`src/sqp_pkg.sv`:
```
// Shared constants and types for the sorted minimum priority queue.
// No dependencies; imported by sqp_ctrl and the top level.
`timescale 1ns / 1ps
`default_nettype none
package sqp_pkg;

  localparam int DEPTH          = 16;
  localparam int IDX_W          = $clog2(DEPTH);
  localparam int CNT_W          = $clog2(DEPTH + 1);
  localparam int KEY_W          = 14;
  localparam int OCC_W          = 5;
  localparam int FIELD_W        = 7;
  localparam int STATION_WEIGHT = 100;

  localparam logic OP_PUSH = 1'b0;
  localparam logic OP_POP  = 1'b1;

  typedef struct packed {
    logic [KEY_W-1:0] popped_key;
    logic             was_empty;
    logic             push_dropped;
    logic [OCC_W-1:0] occupancy;
  } sqp_result_t;

  typedef struct packed {
    logic             we;
    logic [IDX_W-1:0] waddr;
    logic [KEY_W-1:0] wdata;
    logic [IDX_W-1:0] raddr;
  } sqp_ram_req_t;

endpackage
`default_nettype wire

```
`src/sqp_ram.sv`:
```
// Generic single-write, single-read RAM with a registered read port.
// No dependencies.
`timescale 1ns / 1ps
`default_nettype none
module sqp_ram #(
  parameter int WIDTH = 8,
  parameter int DEPTH = 16
) (
  input  wire logic                     clk,
  input  wire logic                     we,
  input  wire logic [$clog2(DEPTH)-1:0] waddr,
  input  wire logic [WIDTH-1:0]         wdata,
  input  wire logic [$clog2(DEPTH)-1:0] raddr,
  output logic      [WIDTH-1:0]         rdata
);

  logic [WIDTH-1:0] mem [DEPTH];

  always_ff @(posedge clk) begin
    if (we) begin
      mem[waddr] <= wdata;
    end
    rdata <= mem[raddr];
  end

endmodule
`default_nettype wire

```
`src/sqp_ctrl.sv`:
```
// Sequencer for the queue: forms the key, then walks the key RAM one cell at a
// time, reading it and then doing a single compare and move. Depends on sqp_pkg.
`timescale 1ns / 1ps
`default_nettype none
module sqp_ctrl (
  input  wire logic                            clk,
  input  wire logic                            rst,
  input  wire logic                            in_valid,
  output logic                                 in_ready,
  input  wire logic                            op,
  input  wire logic [sqp_pkg::FIELD_W-1:0]     station_number,
  input  wire logic [sqp_pkg::FIELD_W-1:0]     item_number,
  output logic                                 res_valid,
  input  wire logic                            res_ready,
  output sqp_pkg::sqp_result_t                 res,
  output sqp_pkg::sqp_ram_req_t                ram_req,
  input  wire logic [sqp_pkg::KEY_W-1:0]       ram_rdata
);
  import sqp_pkg::*;

  localparam logic [2:0] ST_IDLE = 3'd0;
  localparam logic [2:0] ST_RD   = 3'd1;
  localparam logic [2:0] ST_CMP  = 3'd2;
  localparam logic [2:0] ST_PUT  = 3'd3;
  localparam logic [2:0] ST_OUT  = 3'd4;

  logic [2:0]       state;
  logic [IDX_W-1:0] idx;
  logic [IDX_W-1:0] ins;
  logic [CNT_W-1:0] count;
  logic [KEY_W-1:0] key;
  logic             is_pop;
  logic [KEY_W-1:0] popped;
  logic             empty;
  logic             dropped;

  logic [KEY_W-1:0] key_prod;
  logic [KEY_W-1:0] key_new;
  logic             accept;
  logic             last_cell;
  logic             move_up;

  assign accept    = in_valid && in_ready;
  assign in_ready  = (state == ST_IDLE);
  assign key_prod  = KEY_W'(station_number) * KEY_W'(STATION_WEIGHT);
  assign key_new   = key_prod + KEY_W'(item_number);
  assign last_cell = (CNT_W'(idx) == count - CNT_W'(1));
  assign move_up   = (ram_rdata >= key);

  // RAM read address and the write, if any, picked by the state
  always_comb begin
    ram_req.raddr = idx;
    ram_req.we    = 1'b0;
    ram_req.waddr = idx;
    ram_req.wdata = ram_rdata;
    case (state)
      ST_CMP: begin
        if (!is_pop) begin
          ram_req.we    = move_up;
          ram_req.waddr = idx + IDX_W'(1);
        end else begin
          ram_req.we    = (idx != '0);
          ram_req.waddr = idx - IDX_W'(1);
        end
      end
      ST_PUT: begin
        ram_req.we    = 1'b1;
        ram_req.waddr = ins;
        ram_req.wdata = key;
      end
      default: begin
        ram_req.we = 1'b0;
      end
    endcase
  end

  always_ff @(posedge clk) begin
    if (rst) begin
      state <= ST_IDLE;
      count <= '0;
    end else begin
      case (state)
        ST_IDLE: begin
          if (accept) begin
            key     <= key_new;
            is_pop  <= (op == OP_POP);
            popped  <= '0;
            empty   <= 1'b0;
            dropped <= 1'b0;
            idx     <= '0;
            ins     <= '0;
            if (op == OP_POP) begin
              if (count == '0) begin
                empty <= 1'b1;
                state <= ST_OUT;
              end else begin
                state <= ST_RD;
              end
            end else if (count == CNT_W'(DEPTH)) begin
              dropped <= 1'b1;
              state   <= ST_OUT;
            end else if (count == '0) begin
              state <= ST_PUT;
            end else begin
              idx   <= IDX_W'(count - CNT_W'(1));
              state <= ST_RD;
            end
          end
        end
        ST_RD: begin
          state <= ST_CMP;
        end
        ST_CMP: begin
          if (!is_pop) begin
            if (!move_up) begin
              ins   <= idx + IDX_W'(1);
              state <= ST_PUT;
            end else if (idx == '0) begin
              ins   <= '0;
              state <= ST_PUT;
            end else begin
              idx   <= idx - IDX_W'(1);
              state <= ST_RD;
            end
          end else begin
            if (idx == '0) begin
              popped <= ram_rdata;
            end
            if (last_cell) begin
              count <= count - CNT_W'(1);
              state <= ST_OUT;
            end else begin
              idx   <= idx + IDX_W'(1);
              state <= ST_RD;
            end
          end
        end
        ST_PUT: begin
          count <= count + CNT_W'(1);
          state <= ST_OUT;
        end
        ST_OUT: begin
          if (res_ready) begin
            state <= ST_IDLE;
          end
        end
        default: begin
          state <= ST_IDLE;
        end
      endcase
    end
  end

  assign res_valid        = (state == ST_OUT);
  assign res.popped_key   = popped;
  assign res.was_empty    = empty;
  assign res.push_dropped = dropped;
  assign res.occupancy    = OCC_W'(count);

`ifndef NO_ASSERTIONS
  a_count_bound: assert property (@(posedge clk) disable iff (rst)
    count <= CNT_W'(DEPTH))
    else $error("key count beyond capacity");

  a_write_in_range: assert property (@(posedge clk) disable iff (rst)
    ram_req.we |-> CNT_W'(ram_req.waddr) <= count)
    else $error("RAM write beyond the occupied cells");

  a_empty_result: assert property (@(posedge clk) disable iff (rst)
    (res_valid && res.was_empty) |-> (count == '0 && res.popped_key == '0))
    else $error("empty pop with keys held or non-zero key");

  a_drop_full: assert property (@(posedge clk) disable iff (rst)
    (res_valid && res.push_dropped) |-> count == CNT_W'(DEPTH))
    else $error("push dropped while queue not full");

  a_count_step: assert property (@(posedge clk) disable iff (rst)
    (state == ST_IDLE) |=> (count == $past(count)))
    else $error("count changed while idle");
`endif

endmodule
`default_nettype wire

```
`src/sorted_min_priority_queue_top.sv`:
```
// Push: walks from the last key down to the slot, moving each larger key up one cell, then writes the key.
// Pop: one read and one move per cell over all keys held; a full push or an empty pop skips the walk.
// The result is registered in the output register; the sequencer takes one item at a time.
// The walk uses the single read port of the key RAM and one compare.
// Reset (rst, synchronous, active high) empties the queue; stored keys are not cleared.
// Top level of the sorted minimum priority queue. Depends on sqp_pkg, sqp_ram and sqp_ctrl.
`timescale 1ns / 1ps
`default_nettype none
module sorted_min_priority_queue_top (
  input  wire logic        clk,
  input  wire logic        rst,
  input  wire logic        s_axis_tvalid,
  output logic             s_axis_tready,
  input  wire logic [15:0] s_axis_tdata,   // [6:0] station_number, [13:7] item_number
  input  wire logic        s_axis_tuser,   // [0] op
  output logic             m_axis_tvalid,
  input  wire logic        m_axis_tready,
  output logic      [23:0] m_axis_tdata,   // [13:0] popped_key, [18:14] occupancy
  output logic      [1:0]  m_axis_tuser    // [0] was_empty, [1] push_dropped
);
  import sqp_pkg::*;

  sqp_result_t      res;
  sqp_result_t      out_res;
  sqp_ram_req_t     ram_req;
  logic [KEY_W-1:0] ram_rdata;
  logic             res_valid;
  logic             res_ready;

  // the output register frees up in the same cycle its transfer completes
  assign res_ready = !m_axis_tvalid || m_axis_tready;

  sqp_ctrl u_ctrl (
    .clk            (clk),
    .rst            (rst),
    .in_valid       (s_axis_tvalid),
    .in_ready       (s_axis_tready),
    .op             (s_axis_tuser),
    .station_number (s_axis_tdata[FIELD_W-1:0]),
    .item_number    (s_axis_tdata[2*FIELD_W-1:FIELD_W]),
    .res_valid      (res_valid),
    .res_ready      (res_ready),
    .res            (res),
    .ram_req        (ram_req),
    .ram_rdata      (ram_rdata)
  );

  // key cells, smallest key in cell 0
  sqp_ram #(
    .WIDTH (KEY_W),
    .DEPTH (DEPTH)
  ) u_ram (
    .clk   (clk),
    .we    (ram_req.we),
    .waddr (ram_req.waddr),
    .wdata (ram_req.wdata),
    .raddr (ram_req.raddr),
    .rdata (ram_rdata)
  );

  // hold the finished result until the downstream transfer completes
  always_ff @(posedge clk) begin
    if (rst) begin
      m_axis_tvalid <= 1'b0;
    end else if (res_ready) begin
      m_axis_tvalid <= res_valid;
    end
  end

  always_ff @(posedge clk) begin
    if (res_ready && res_valid) begin
      out_res <= res;
    end
  end

  assign m_axis_tdata = {5'b0, out_res.occupancy, out_res.popped_key};
  assign m_axis_tuser = {out_res.push_dropped, out_res.was_empty};

endmodule
`default_nettype wire
```
`config.mk`:
```
export PLATFORM = sky130hd
export DESIGN_NAME = sorted_min_priority_queue_top
export DESIGN_NICKNAME = d
export VERILOG_FILES = /design/src/sqp_pkg.sv /design/src/sqp_ram.sv /design/src/sqp_ctrl.sv /design/src/sorted_min_priority_queue_top.sv
export SDC_FILE = /design/constraint.sdc
export NUM_CORES = 1
export LEC_CHECK = 0
export ABC_AREA = 1
export BUFFER_PORTS_ARGS = -buffer_cell sky130_fd_sc_hd__clkbuf_2
export CAP_MARGIN = 20
export CELL_PAD_IN_SITES_DETAIL_PLACEMENT = 1
export CELL_PAD_IN_SITES_GLOBAL_PLACEMENT = 2
export CORE_UTILIZATION = 40
export CTS_CLUSTER_DIAMETER = 200
export DETAILED_ROUTE_END_ITERATION = 6
export HOLD_SLACK_MARGIN = 0.02
export PLACE_DENSITY = 0.84
export SYNTH_ARGS = -nofsm -noshare
export SYNTH_HDL_FRONTEND = slang
export SYNTH_HIERARCHICAL = 1
export SYNTH_SLANG_ARGS = --single-unit
```
`constraint.sdc`:
```
create_clock -name clk -period 4.61 [get_ports clk]
set_input_delay 1.1525 -clock clk [delete_from_list [all_inputs] [get_ports clk]]
set_output_delay 1.1525 -clock clk [all_outputs]
set_load 0.03 [all_outputs]
```
* After elaboration in Yosys (flattened, before gate mapping)
Memory sizes are Yosys's and may differ from the RTL's. A register that Yosys moved wholly into a read port is not among the register bits. Cells that the tools add are included.
Cells by class: $lt $le $gt $ge 1, $mul 1, $add $sub $neg 5, reduce and logical (&&, ||, !) cells 16, mux-type cells 40, eq/ne operators 16, bitwise logic cells 1
Operators with widths (number):
- $mux 14 | 4
- $mux 4 | 12
- $pmux 14 s2 | 1
- $mux 3 | 8
- $pmux 4 s2 | 3
- $mux 5 | 3
- $pmux 3 s5 | 1
- $add 14x7->14 | 1
- $ge 14x14->1 | 1
- $mul 7x5->12 const B | 1
- $pmux 5 s2 | 1
- $reduce_and 5->1 | 2
- $ne 2x1->1 const B | 4
- $eq 3x2->1 const B | 2
- $ne 3x3->1 const B | 2
- $reduce_and 3->1 | 2
- $reduce_and 6->1 | 1
- $add 5x1->5 const B | 1
- $eq 4x5->1 | 1
- $eq 5x5->1 const B | 1
- $logic_not 5->1 | 1
- $sub 5x1->5 const B | 1
- $add 4x1->4 const B | 1
- $logic_not 4->1 | 1
- 17 further kinds | 24
Word-level totals: bits in writable memories 224, output and inout bits 28, memories 1, logic and storage cells 95, input port bits 21, register bits after elaboration 69
Memories:
- u_ram.mem | words 16, width 14, read ports 1, clocked after memory_dff 1, wr ports 1, line sqp_ram.sv:17 | logic [WIDTH-1:0] mem [DEPTH];

* Longest topological paths before layout
Gate-level depths: netlist of the first run.
depth after elaboration 6, gate-level depth with buffers 15, depth with buffers taken out 15

* Hierarchy
The synthesis of the first run kept the hierarchy.
By module, submodules not included:
- sqp_ram | sequential area each 7006.7 um^2, instances 1, area an instance 9985.8 um^2, cells an instance 943
- sqp_ctrl | sequential area each 1331.3 um^2, instances 1, area an instance 3804.9 um^2, cells an instance 478
- sorted_min_priority_queue_top | sequential area each 650.6 um^2, instances 1, area an instance 719.4 um^2, cells an instance 33

* Worst setup path before layout of the first run
No wires, ideal clock.
kind input port to flip-flop, start point in s_axis_tdata[2], end point reg u_ctrl.key[13] (data pin), arrival time 3.410 ns, data required time 4.358 ns, slack 0.948 ns, stages 13, setup time 0.252 ns, path buffers 0, path through ha_1 -> ha_1 -> fa_1 -> ha_1 -> a21oi_1 -> nand2_1 -> xnor2_1 -> nor2_1 -> nand2_1 -> nor2_1 -> nand2_1 -> nand2_1 -> nand2_1
On the way: longest elaborated chain between the ends 2
Ends and longest elaborated chain:
- start, declared | line sorted_min_priority_queue_top.sv:14 | input wire logic [15:0] s_axis_tdata,
- $mul 7x5->12 | line sqp_ctrl.sv:45 | assign key_prod = KEY_W'(station_number) * KEY_W'(STATION_WEIGHT);
- $add 14x7->14 | line sqp_ctrl.sv:46 | assign key_new = key_prod + KEY_W'(item_number);
- via u_ctrl.key_new[13] | line sqp_ctrl.sv:38 | logic [KEY_W-1:0] key_new;
- end signal, assigned | line sqp_ctrl.sv:85 | key <= key_new;
- end, declared | line sqp_ctrl.sv:31 | logic [KEY_W-1:0] key;
The timed path passes the listed nets, and every way through them passes these cells. A chain may end at the register's enable or synchronous reset.

* Worst setup path in the final report of the first run
start point in s_axis_tdata[2], end point reg u_ctrl.key[12] (data pin)
The elaborated chain is that of the path after synthesis.

==> impl_metrics.py, run 1 <==
metrics = {
    "outcome": {
        "outcome": "finished with violations",
        "violations": "design-rule violations",
    },
    "placed_design": {
        "placed_area_um2": 15300,
        "port_buffers": 41,
        "dpl.hpwl_um": 23600,
        "placed_cells": 1945,
        "routabilityCongestion": 0.828,
    },
    "logic_synthesis": {
        "synthTopCellsByArea": "edfxtp_1 59%, nand2_1 10%, nand3_1 6.8%, inv_1 6.5%, ha_1 4.2%",
        "synthArstFlopShare": 0,
        "yosysWarnings": 6,
        "synth_ff_type": "edfxtp_1",
        "ys_types": 44,
        "ys_ff_latch": 307,
        "synth_top_area_share": 0.588,
        "seq_area_frac_synth": 0.619,
        "synth_top_area_cell": "edfxtp_1",
        "syn_avg_cell_area_um2": 9.98,
        "syn_area_um2": 14500,
        "ys_top_cells_by_count": "404 x nand2_1, 284 x edfxtp_1, 252 x inv_1",
        "synth_cells": 1454,
        "synth-edff-count": 284,
        "yosysMostFrequentCell": "nand2_1",
    },
    "timing": {
        "hold_violations": 0,
        "finalMaxSlewViolations": 0,
        "fmax_mhz": 288,
        "setup_viol": 0,
        "rsz0062_at_grt": "false",
        "tightest_slew_ns": 1.09,
        "fin_crit_sh": 0.754,
        "period_needed_ns": 3.48,
        "hold_ws_ns": 0.418,
        "fin_setup_tns_ns": 0,
        "finClkSkew_ns": 0.0219,
        "slew_headroom": 0.274,
    },
    "worst_setup_path": {
        "arrival_ns": 3.74,
        "worstRegToRegCells": 9,
        "crit_required_ns": 4.88,
        "slowest_delay_ns": 0.46,
        "crit_path_start_kind": "input pin",
        "crit_path_max_fanout": 6,
        "crit_type": "in -> reg",
        "endpoint_kind": "register",
        "path_cells": "clkbuf_2, ha_1, ha_1, fa_1, ha_1, a21oi_1, nand2_1, xnor2_1, nor2_1, nand2_1, o21ai_1, nand2_1",
        "cpMaxStageDelayCell": "fa_1",
        "r2r_setup_slack_ns": 1.51,
        "timing.rr.start": "u_ctrl/idx[0]",
        "worstReg2RegEnd": "u_ram/mem[10][1]",
    },
    "floorplan": {
        "fp.dieH_um": 192,
        "io_pins": 49,
        "placementRows": 69,
        "fp.coreArea_um2": 35700,
        "fp.dieW_um": 192,
        "die_area_um2": 37000,
        "start_util": 0.407,
    },
    "global_route": {
        "grt_max_degree": 94,
        "grtUsageTotal": 0.205,
        "gr-total-overflow": 0,
        "grt_pass1_wl_um": 57200,
        "grt_pass1_vias": 10500,
        "grt_antenna_before_repair": 0,
    },
    "clock_tree": {
        "cts_inserted_buffers": 34,
        "cts_root_buf": "clkbuf_16",
        "clock-sinks": 307,
        "postCtsSetupRepairBufs": 0,
        "cts_resized": 0,
        "cts_tree": "yes",
        "cts.htree.levels": 2,
        "ctsHoldBuffers": 0,
        "path_clk_slew_ns": 0.06,
        "clk_path_buf_depth": 3,
        "clkLatencyLatePin_ns": 0.52,
    },
    "routing": {
        "drt_first_pass_iters": 6,
        "routedWlPerCell_um": 18.4,
        "viasPerCell": 5.02,
        "wl_um": 36900,
        "drc_errors": 4,
        "ant_nets": 0,
        "vias": 10100,
        "initialDrtViolationCount": 489,
    },
    "min_path": {
        "min_path_type": "reg -> reg",
        "min_to": "m_axis_tdata[6]",
        "hold_path_depth": 0,
        "worstHoldStart": "u_ctrl/popped[6]",
    },
    "pwr": {
        "p_per_area_nw_per_um2": 525,
        "power.leakage_uw": 0.00725,
        "ir_drop_mv": 0.318,
        "power_uw": 8590,
    },
    "cells_and_area": {
        "area_growth_pct": 12.7,
        "layoutNonFillerInstCount": 2005,
        "nNetsFinal": 1594,
        "diodes": 0,
        "drive_gt1_frac": 0.106,
        "finalInstanceArea_um2": 16400,
    },
    "run": {
        "drv_cap": 0,
    },
}
==> area by class of cell <==
cell class	instances	area (µm²)
fill	3994	19300
inverter	264	993
clock inverter	16	150
tap	461	577
timing repair buffer	85	543
clock buffer	43	916
multi-input combinational	829	4190
sequential	307	8990
==> worst max-delay path: cells and delay by family <==
kind	cells	cell delay (ns)
buf+inv	1	0.11
compound gates	2	0.34
fa+ha+maj	4	1.47
simple gates	4	0.49
xor+xnor	1	0.18
==> metrics by stage <==
stage           util  setup slack, ns
3_5_place_dp   0.429            0.593
3_3_place_gp   0.428            0.607
2_1_floorplan      -            0.948
6_report       0.459             1.13
4_1_cts        0.459             1.12
5_1_grt        0.459            0.959
==> flip-flops by register name, indices dropped and copies added, names as in the netlist <==
name and count:
u_ctrl/count 5, m_axis_tuser 2, u_ram/rdata 14, u_ctrl/key 14
m_axis_tdata 19, u_ctrl/empty 1, m_axis_tvalid 1, u_ctrl/is_pop 1
u_ctrl/dropped 1, u_ctrl/popped 14, u_ram/mem 224, u_ctrl/ins 4
u_ctrl/idx 4, u_ctrl/state 3
==> per-layer routing <==
metal	global-route usage	wire, µm
met4	0.0581	701
met5	0	0
met3	0.0271	1450
met1	0.264	16200
met2	0.358	18600
==> report_power, final <==
group          switching (µW)  internal (µW)  leakage (µW)
logic                    1580            624       0.00396
registers                 152           3610       0.00277
clock network            1050           1570      0.000516
total                    2790           5800       0.00725
==> kinds of logic (layout without fill, tap and decap cells) <==
group                    Yosys count  count (layout)  synth area share
XOR/XNOR                          20              20            0.0121
other                              1               5          0.000258
AND/OR/NAND/NOR                  692             692             0.204
AO/OA/AOI/OAI                     60              60            0.0238
adder cells (fa/ha/maj)           52              52            0.0464
flip-flops                       307             307             0.619
buffers and inverters            322             408            0.0936
==> cell usage in the layout, fill, tap and decap left out, types with 2 or more instances in the layout <==
cell type | Yosys | final
inv_2 | 11 | 12
nand2_1 | 404 | 404
bufinv_16 | 0 | 3
nand3b_1 | 2 | 2
nor2_4 | 3 | 3
nor2_1 | 59 | 59
xnor2_1 | 7 | 7
clkinv_2 | 0 | 2
a31oi_1 | 2 | 2
nand3_1 | 196 | 196
o221ai_1 | 2 | 2
nand2_2 | 8 | 8
clkinv_1 | 0 | 9
o211ai_1 | 4 | 4
o21ai_1 | 5 | 5
fa_1 | 3 | 3
buf_4 | 9 | 43
o21ai_0 | 20 | 20
conb_1 | 1 | 5
inv_1 | 252 | 251
ha_1 | 49 | 49
a21oi_2 | 4 | 5
clkbuf_16 | 0 | 35
dfxtp_1 | 23 | 23
clkbuf_2 | 1 | 41
xor2_1 | 13 | 13
clkbuf_1 | 8 | 7
edfxtp_1 | 284 | 284
a21oi_1 | 19 | 18
nand4_1 | 10 | 10
==> how the worst max path moves through the flow <==
stage | from | to | slack, ns | cells past startpoint
6_report | s_axis_tdata[2] | u_ctrl/key[12] | 1.13 | 12
5_1_grt | s_axis_tdata[2] | u_ctrl/key[13] | 0.96 | 14
4_1_cts | s_axis_tdata[2] | u_ctrl/key[13] | 1.12 | 14
3_5_place_dp | s_axis_tdata[2] | u_ctrl/key[13] | 0.59 | 14
3_3_place_gp | s_axis_tdata[2] | u_ctrl/key[13] | 0.61 | 14
2_1_floorplan | s_axis_tdata[2] | u_ctrl/key[13] | 0.95 | 13
No activity file was read; power rests on OpenSTA's default activity.
==> run 2, diff against run 1 <==
--- a/config.mk
+++ b/config.mk
@@ -10,11 +10,11 @@
 export CAP_MARGIN = 20
 export CELL_PAD_IN_SITES_DETAIL_PLACEMENT = 1
 export CELL_PAD_IN_SITES_GLOBAL_PLACEMENT = 2
-export CORE_UTILIZATION = 40
+export CORE_UTILIZATION = 37
 export CTS_CLUSTER_DIAMETER = 200
 export DETAILED_ROUTE_END_ITERATION = 6
 export HOLD_SLACK_MARGIN = 0.02
-export PLACE_DENSITY = 0.84
+export PLACE_DENSITY = 0.82
 export SYNTH_ARGS = -nofsm -noshare
 export SYNTH_HDL_FRONTEND = slang
 export SYNTH_HIERARCHICAL = 1
==> constraint.sdc (replaced) <==
create_clock -name clk -period 3.1 [get_ports clk]
set_input_delay 0.775 -clock clk [delete_from_list [all_inputs] [get_ports clk]]
set_output_delay 0.775 -clock clk [all_outputs]
set_load 0.03 [all_outputs]
==> impl_metrics.py, run 2 (same netlist as run 1, synthesis figures left out) <==
metrics = {
    "floorplan": {
        "fp.dieH_um": 200,
        "start_util": 0.375,
        "io_pins": 49,
        "placementRows": 72,
        "fp.coreArea_um2": 38600,
        "fp.dieW_um": 200,
        "die_area_um2": 40000,
    },
    "worst_setup_path": {
        "endpoint_kind": "register",
        "crit_type": "in -> reg",
        "crit_path_start_kind": "input pin",
        "crit_path_max_fanout": 3,
        "crit_required_ns": 3.36,
        "arrival_ns": 3.15,
    },
    "clock_tree": {
        "ctsHoldBuffers": 0,
        "cts.htree.levels": 2,
        "path_clk_slew_ns": 0.05,
        "clk_path_buf_depth": 3,
        "cts_root_buf": "clkbuf_16",
        "postCtsSetupRepairBufs": 0,
        "cts_tree": "yes",
        "clock-sinks": 307,
        "cts_inserted_buffers": 36,
        "cts_resized": 0,
        "clkLatencyLatePin_ns": 0.52,
    },
    "placed_design": {
        "dp_slack_ns": -0.344,
        "dpl.hpwl_um": 24400,
        "placed_cells": 2038,
        "placed_area_um2": 15700,
        "routabilityCongestion": 0.813,
        "port_buffers": 41,
    },
    "cells_and_area": {
        "layout_commonest_cell": "nand2_1",
        "nNetsFinal": 1631,
        "diodes": 0,
        "final_cell_mix": "403 x nand2_1, 284 x edfxtp_1, 251 x inv_1",
        "drive_gt1_frac": 0.138,
        "largest_register": "u_ram/mem",
        "layoutNonFillerInstCount": 2103,
        "area_growth_pct": 16.6,
        "largest_register_ffs": 224,
        "finalInstanceArea_um2": 16900,
    },
    "routing": {
        "drc_errors": 1,
        "ant_nets": 0,
        "initialDrtViolationCount": 589,
        "routedWlPerCell_um": 18.3,
        "wl_um": 38500,
        "vias": 10400,
        "viasPerCell": 4.93,
        "drt_first_pass_iters": 7,
    },
    "global_route": {
        "grt_max_degree": 60,
        "grt_antenna_before_repair": 0,
        "grt_pass1_wl_um": 59300,
        "grt_pass1_vias": 10700,
        "gr-total-overflow": 0,
        "grtUsageTotal": 0.197,
    },
    "timing": {
        "finClkSkew_ns": 0.0276,
        "hold_violations": 0,
        "fin_crit_sh": 0.932,
        "period_needed_ns": 2.89,
        "rsz0062_at_grt": "false",
        "fmax_mhz": 346,
        "fin_setup_tns_ns": 0,
        "tightest_slew_ns": 0.802,
        "hold_ws_ns": 0.418,
        "setup_slack_ns": 0.210,
        "slew_headroom": 0.465,
        "setup_viol": 0,
        "finalMaxSlewViolations": 0,
    },
    "pwr": {
        "seq_power_share": 0.416,
        "ir_drop_mv": 0.294,
        "switching_share": 0.320,
        "power.share.clock": 0.324,
        "p_per_area_nw_per_um2": 792,
        "power.leakage_uw": 0.00750,
        "p_sw_uw": 4290,
        "p_comb_frac": 0.260,
        "internal-power_uw": 9110,
    },
    "outcome": {
        "violations": "design-rule violations",
        "outcome": "finished with violations",
    },
    "min_path": {
        "min_path_type": "reg -> reg",
    },
    "run": {
        "drv_cap": 0,
    },
}
run 2: cell count changes in the layout (fill, tap and decap cells not counted), moves of 2 or more:
cell       before  now
buf_4          43   78
bufinv_16       3    6
clkbuf_1        7   10
clkinv_1        9    2
clkinv_2        2    5
ha_1           49   45
ha_4            0    4
nor2_1         59   57
nor2_2          1    3
run 2: final timing paths:
kind | startpoint | end | slack, ns | cells after the start
max | s_axis_tdata[2] | u_ctrl/key[12] | 0.21 | 14
min | u_ctrl/popped[7] | m_axis_tdata[7] | 0.42 | 0
max reg2reg | u_ctrl/state[1] | u_ram/mem[12][6] | 0.44 | 11
min reg2reg | u_ctrl/popped[7] | m_axis_tdata[7] | 0.42 | 0
run 2: layout make-up:
class,count,area (µm²)
Clock inverter,18,262
Fill cell,4310,21700
Tap cell,518,648
Sequential cell,307,8990
Clock buffer,47,952
Multi-Input combinational cell,829,4260
Inverter,264,993
Timing Repair Buffer,120,811
run 2: per-layer routing:
layer	track usage	routed length, µm	vias up
met2	0.340	18800	187
met5	0	0	-
met4	0.0614	1030	0
li1	-	-	4922
met3	0.0234	1290	71
met1	0.259	17400	5178
run 2: per-stage QoR:
stage | total power, µW | util
detailed placement | 9150 | 0.406
CTS | 13500 | 0.438
global route | 14100 | 0.438
global placement | 9030 | 0.406
floorplan | 7840 | -
finish | 13400 | 0.438
run 2: critical path: stages:
cell      delay, ns
clkbuf_2       0.13
ha_1           0.29
ha_1           0.30
ha_1           0.32
inv_1          0.08
fa_2           0.45
nor2_2         0.13
nand4_1        0.13
nand3_2        0.12
nand2_1        0.07
nor2_2         0.10
nand2_1        0.07
o21ai_1        0.13
nand2_1        0.06
run 2: power by group through the flow:
stage               Combinational, µW  Clock, µW  Sequential (µW)
floorplan                        2180          0             5660
global route                     3900       4580             5610
CTS                              3520       4430             5580
detailed placement               3490          0             5660
finish                           3480       4340             5570
global placement                 3380          0             5650
==> run 3, diff against run 2 <==
--- a/config.mk
+++ b/config.mk
@@ -10,11 +10,11 @@
 export CAP_MARGIN = 20
 export CELL_PAD_IN_SITES_DETAIL_PLACEMENT = 1
 export CELL_PAD_IN_SITES_GLOBAL_PLACEMENT = 2
-export CORE_UTILIZATION = 37
+export CORE_UTILIZATION = 40
 export CTS_CLUSTER_DIAMETER = 200
 export DETAILED_ROUTE_END_ITERATION = 6
 export HOLD_SLACK_MARGIN = 0.02
-export PLACE_DENSITY = 0.82
+export PLACE_DENSITY = 0.84
 export SYNTH_ARGS = -nofsm -noshare
 export SYNTH_HDL_FRONTEND = slang
 export SYNTH_HIERARCHICAL = 1
==> constraint.sdc (replaced) <==
create_clock -name clk -period 3.5 [get_ports clk]
set_input_delay 0.875 -clock clk [delete_from_list [all_inputs] [get_ports clk]]
set_output_delay 0.875 -clock clk [all_outputs]
set_load 0.03 [all_outputs]
==> impl_metrics.py, run 3 (same netlist as run 1, synthesis figures left out) <==
metrics = {
    "cells_and_area": {
        "largest_register": "u_ram/mem",
        "post-route-util": 0.463,
        "layoutNonFillerInstCount": 2030,
        "area_growth_pct": 13.7,
        "diodes": 0,
        "final_cell_mix": "404 x nand2_1, 284 x edfxtp_1, 251 x inv_1",
        "layout_commonest_cell": "nand2_1",
        "multiInputGateArea_um2": 4190,
        "n_fill_cell": 3981,
        "drive_gt1_frac": 0.119,
        "seqCellArea_um2": 8990,
        "nNetsFinal": 1615,
        "largest_register_ffs": 224,
    },
    "pwr": {
        "p_per_area_nw_per_um2": 685,
        "power.leakage_uw": 0.00735,
        "ir_drop_mv": 0.394,
    },
    "clock_tree": {
        "path_clk_slew_ns": 0.06,
        "cts_inserted_buffers": 35,
        "postCtsSetupRepairBufs": 0,
        "clk_path_buf_depth": 3,
        "cts_tree": "yes",
        "cts.htree.levels": 2,
        "ctsHoldBuffers": 0,
        "clock-sinks": 307,
        "clkLatencyLatePin_ns": 0.52,
        "cts_resized": 0,
        "cts_root_buf": "clkbuf_16",
    },
    "timing": {
        "hold_violations": 0,
        "finalMaxSlewViolations": 0,
        "slew_headroom": 0.468,
        "finClkSkew_ns": 0.0217,
        "fin_crit_sh": 0.898,
        "rsz0062_at_grt": "false",
        "fin_setup_tns_ns": 0,
        "fmax_mhz": 318,
        "period_needed_ns": 3.14,
        "setup_viol": 0,
        "tightest_slew_ns": 0.798,
        "hold_ws_ns": 0.420,
    },
    "floorplan": {
        "die_area_um2": 37000,
        "start_util": 0.407,
        "fp.dieH_um": 192,
        "io_pins": 49,
        "fp.dieW_um": 192,
        "placementRows": 69,
        "fp.coreArea_um2": 35700,
    },
    "routing": {
        "ant_nets": 0,
        "vias": 9949,
        "drt_first_pass_iters": 6,
        "viasPerCell": 4.90,
        "wl_um": 36200,
        "routedWlPerCell_um": 17.8,
        "drc_errors": 5,
        "initialDrtViolationCount": 561,
    },
    "placed_design": {
        "routabilityCongestion": 0.809,
        "port_buffers": 41,
        "placed_cells": 1966,
        "dpl.hpwl_um": 23600,
    },
    "global_route": {
        "grt_antenna_before_repair": 0,
        "grt_max_degree": 65,
        "gr-total-overflow": 0,
        "grtUsageTotal": 0.202,
        "grt_pass1_wl_um": 56800,
        "grt_pass1_vias": 10400,
    },
    "run": {
        "drv_cap": 0,
    },
    "worst_setup_path": {
        "crit_required_ns": 3.76,
        "crit_type": "in -> reg",
        "endpoint_kind": "register",
        "crit_path_max_fanout": 5,
        "crit_path_start_kind": "input pin",
        "arrival_ns": 3.41,
        "r2r_setup_slack_ns": 0.86,
    },
    "outcome": {
        "outcome": "finished with violations",
        "violations": "design-rule violations",
    },
    "min_path": {
        "min_path_type": "reg -> reg",
    },
}
## run 3: metal layers
metal / global-route usage / part of all wire / up-vias
met3: 0.0238 / 0.025 / 36
met4: 0.0548 / 0.018 / 0
li1: - / - / 4888
met2: 0.350 / 0.50 / 100
met5: 0 / 0 / -
met1: 0.266 / 0.46 / 4925
## run 3: cell type report
type	count	share of cell area
timing repair buffer	105	0.0423
tap	461	0.0350
sequential	307	0.545
clock buffer	47	0.0570
clock inverter	17	0.00705
multi-input combinational	829	0.254
inverter	264	0.0602
## run 3: path summary, 6_finish.rpt
kind / start / endpoint / cells past startpoint
worst max-delay path: s_axis_tdata[2] / u_ctrl/key[13] / 14
worst min-delay path: u_ctrl/popped[5] / m_axis_tdata[5] / 0
worst max register to register: u_ctrl/key[13] / u_ram/mem[7][13] / 13
worst min register to register: u_ctrl/popped[5] / m_axis_tdata[5] / 0
## run 3: where the power goes
part	internal (µW)	total (µW)	switching [µW]
logic	871	2990	2120
clock network	1970	3390	1420
registers	4760	4930	176
## run 3: worst max-delay path, cell delays in order
cell and delay (ns):
clkbuf_2 0.10, ha_1 0.30, ha_1 0.32, fa_1 0.46, ha_1 0.39, a21oi_1 0.21, nand2_1 0.12, xnor2_1 0.17
nor2_1 0.11, nand2_1 0.07, nor2_1 0.12, nand2_1 0.06, nand2_1 0.06, nand2_1 0.04
## run 3: metrics by stage
| stage | setup WS [ns] | power, µW | instance area [µm²] |
|---|---|---|---|
| floorplan | 0.115 | 6910 | 14500 |
| global placement | -0.164 | 7900 | 15400 |
| detailed placement | -0.204 | 8020 | 15400 |
| CTS | 0.331 | 11500 | 16500 |
| global route | 0.105 | 11900 | 16500 |
| finish | 0.357 | 11300 | 16500 |
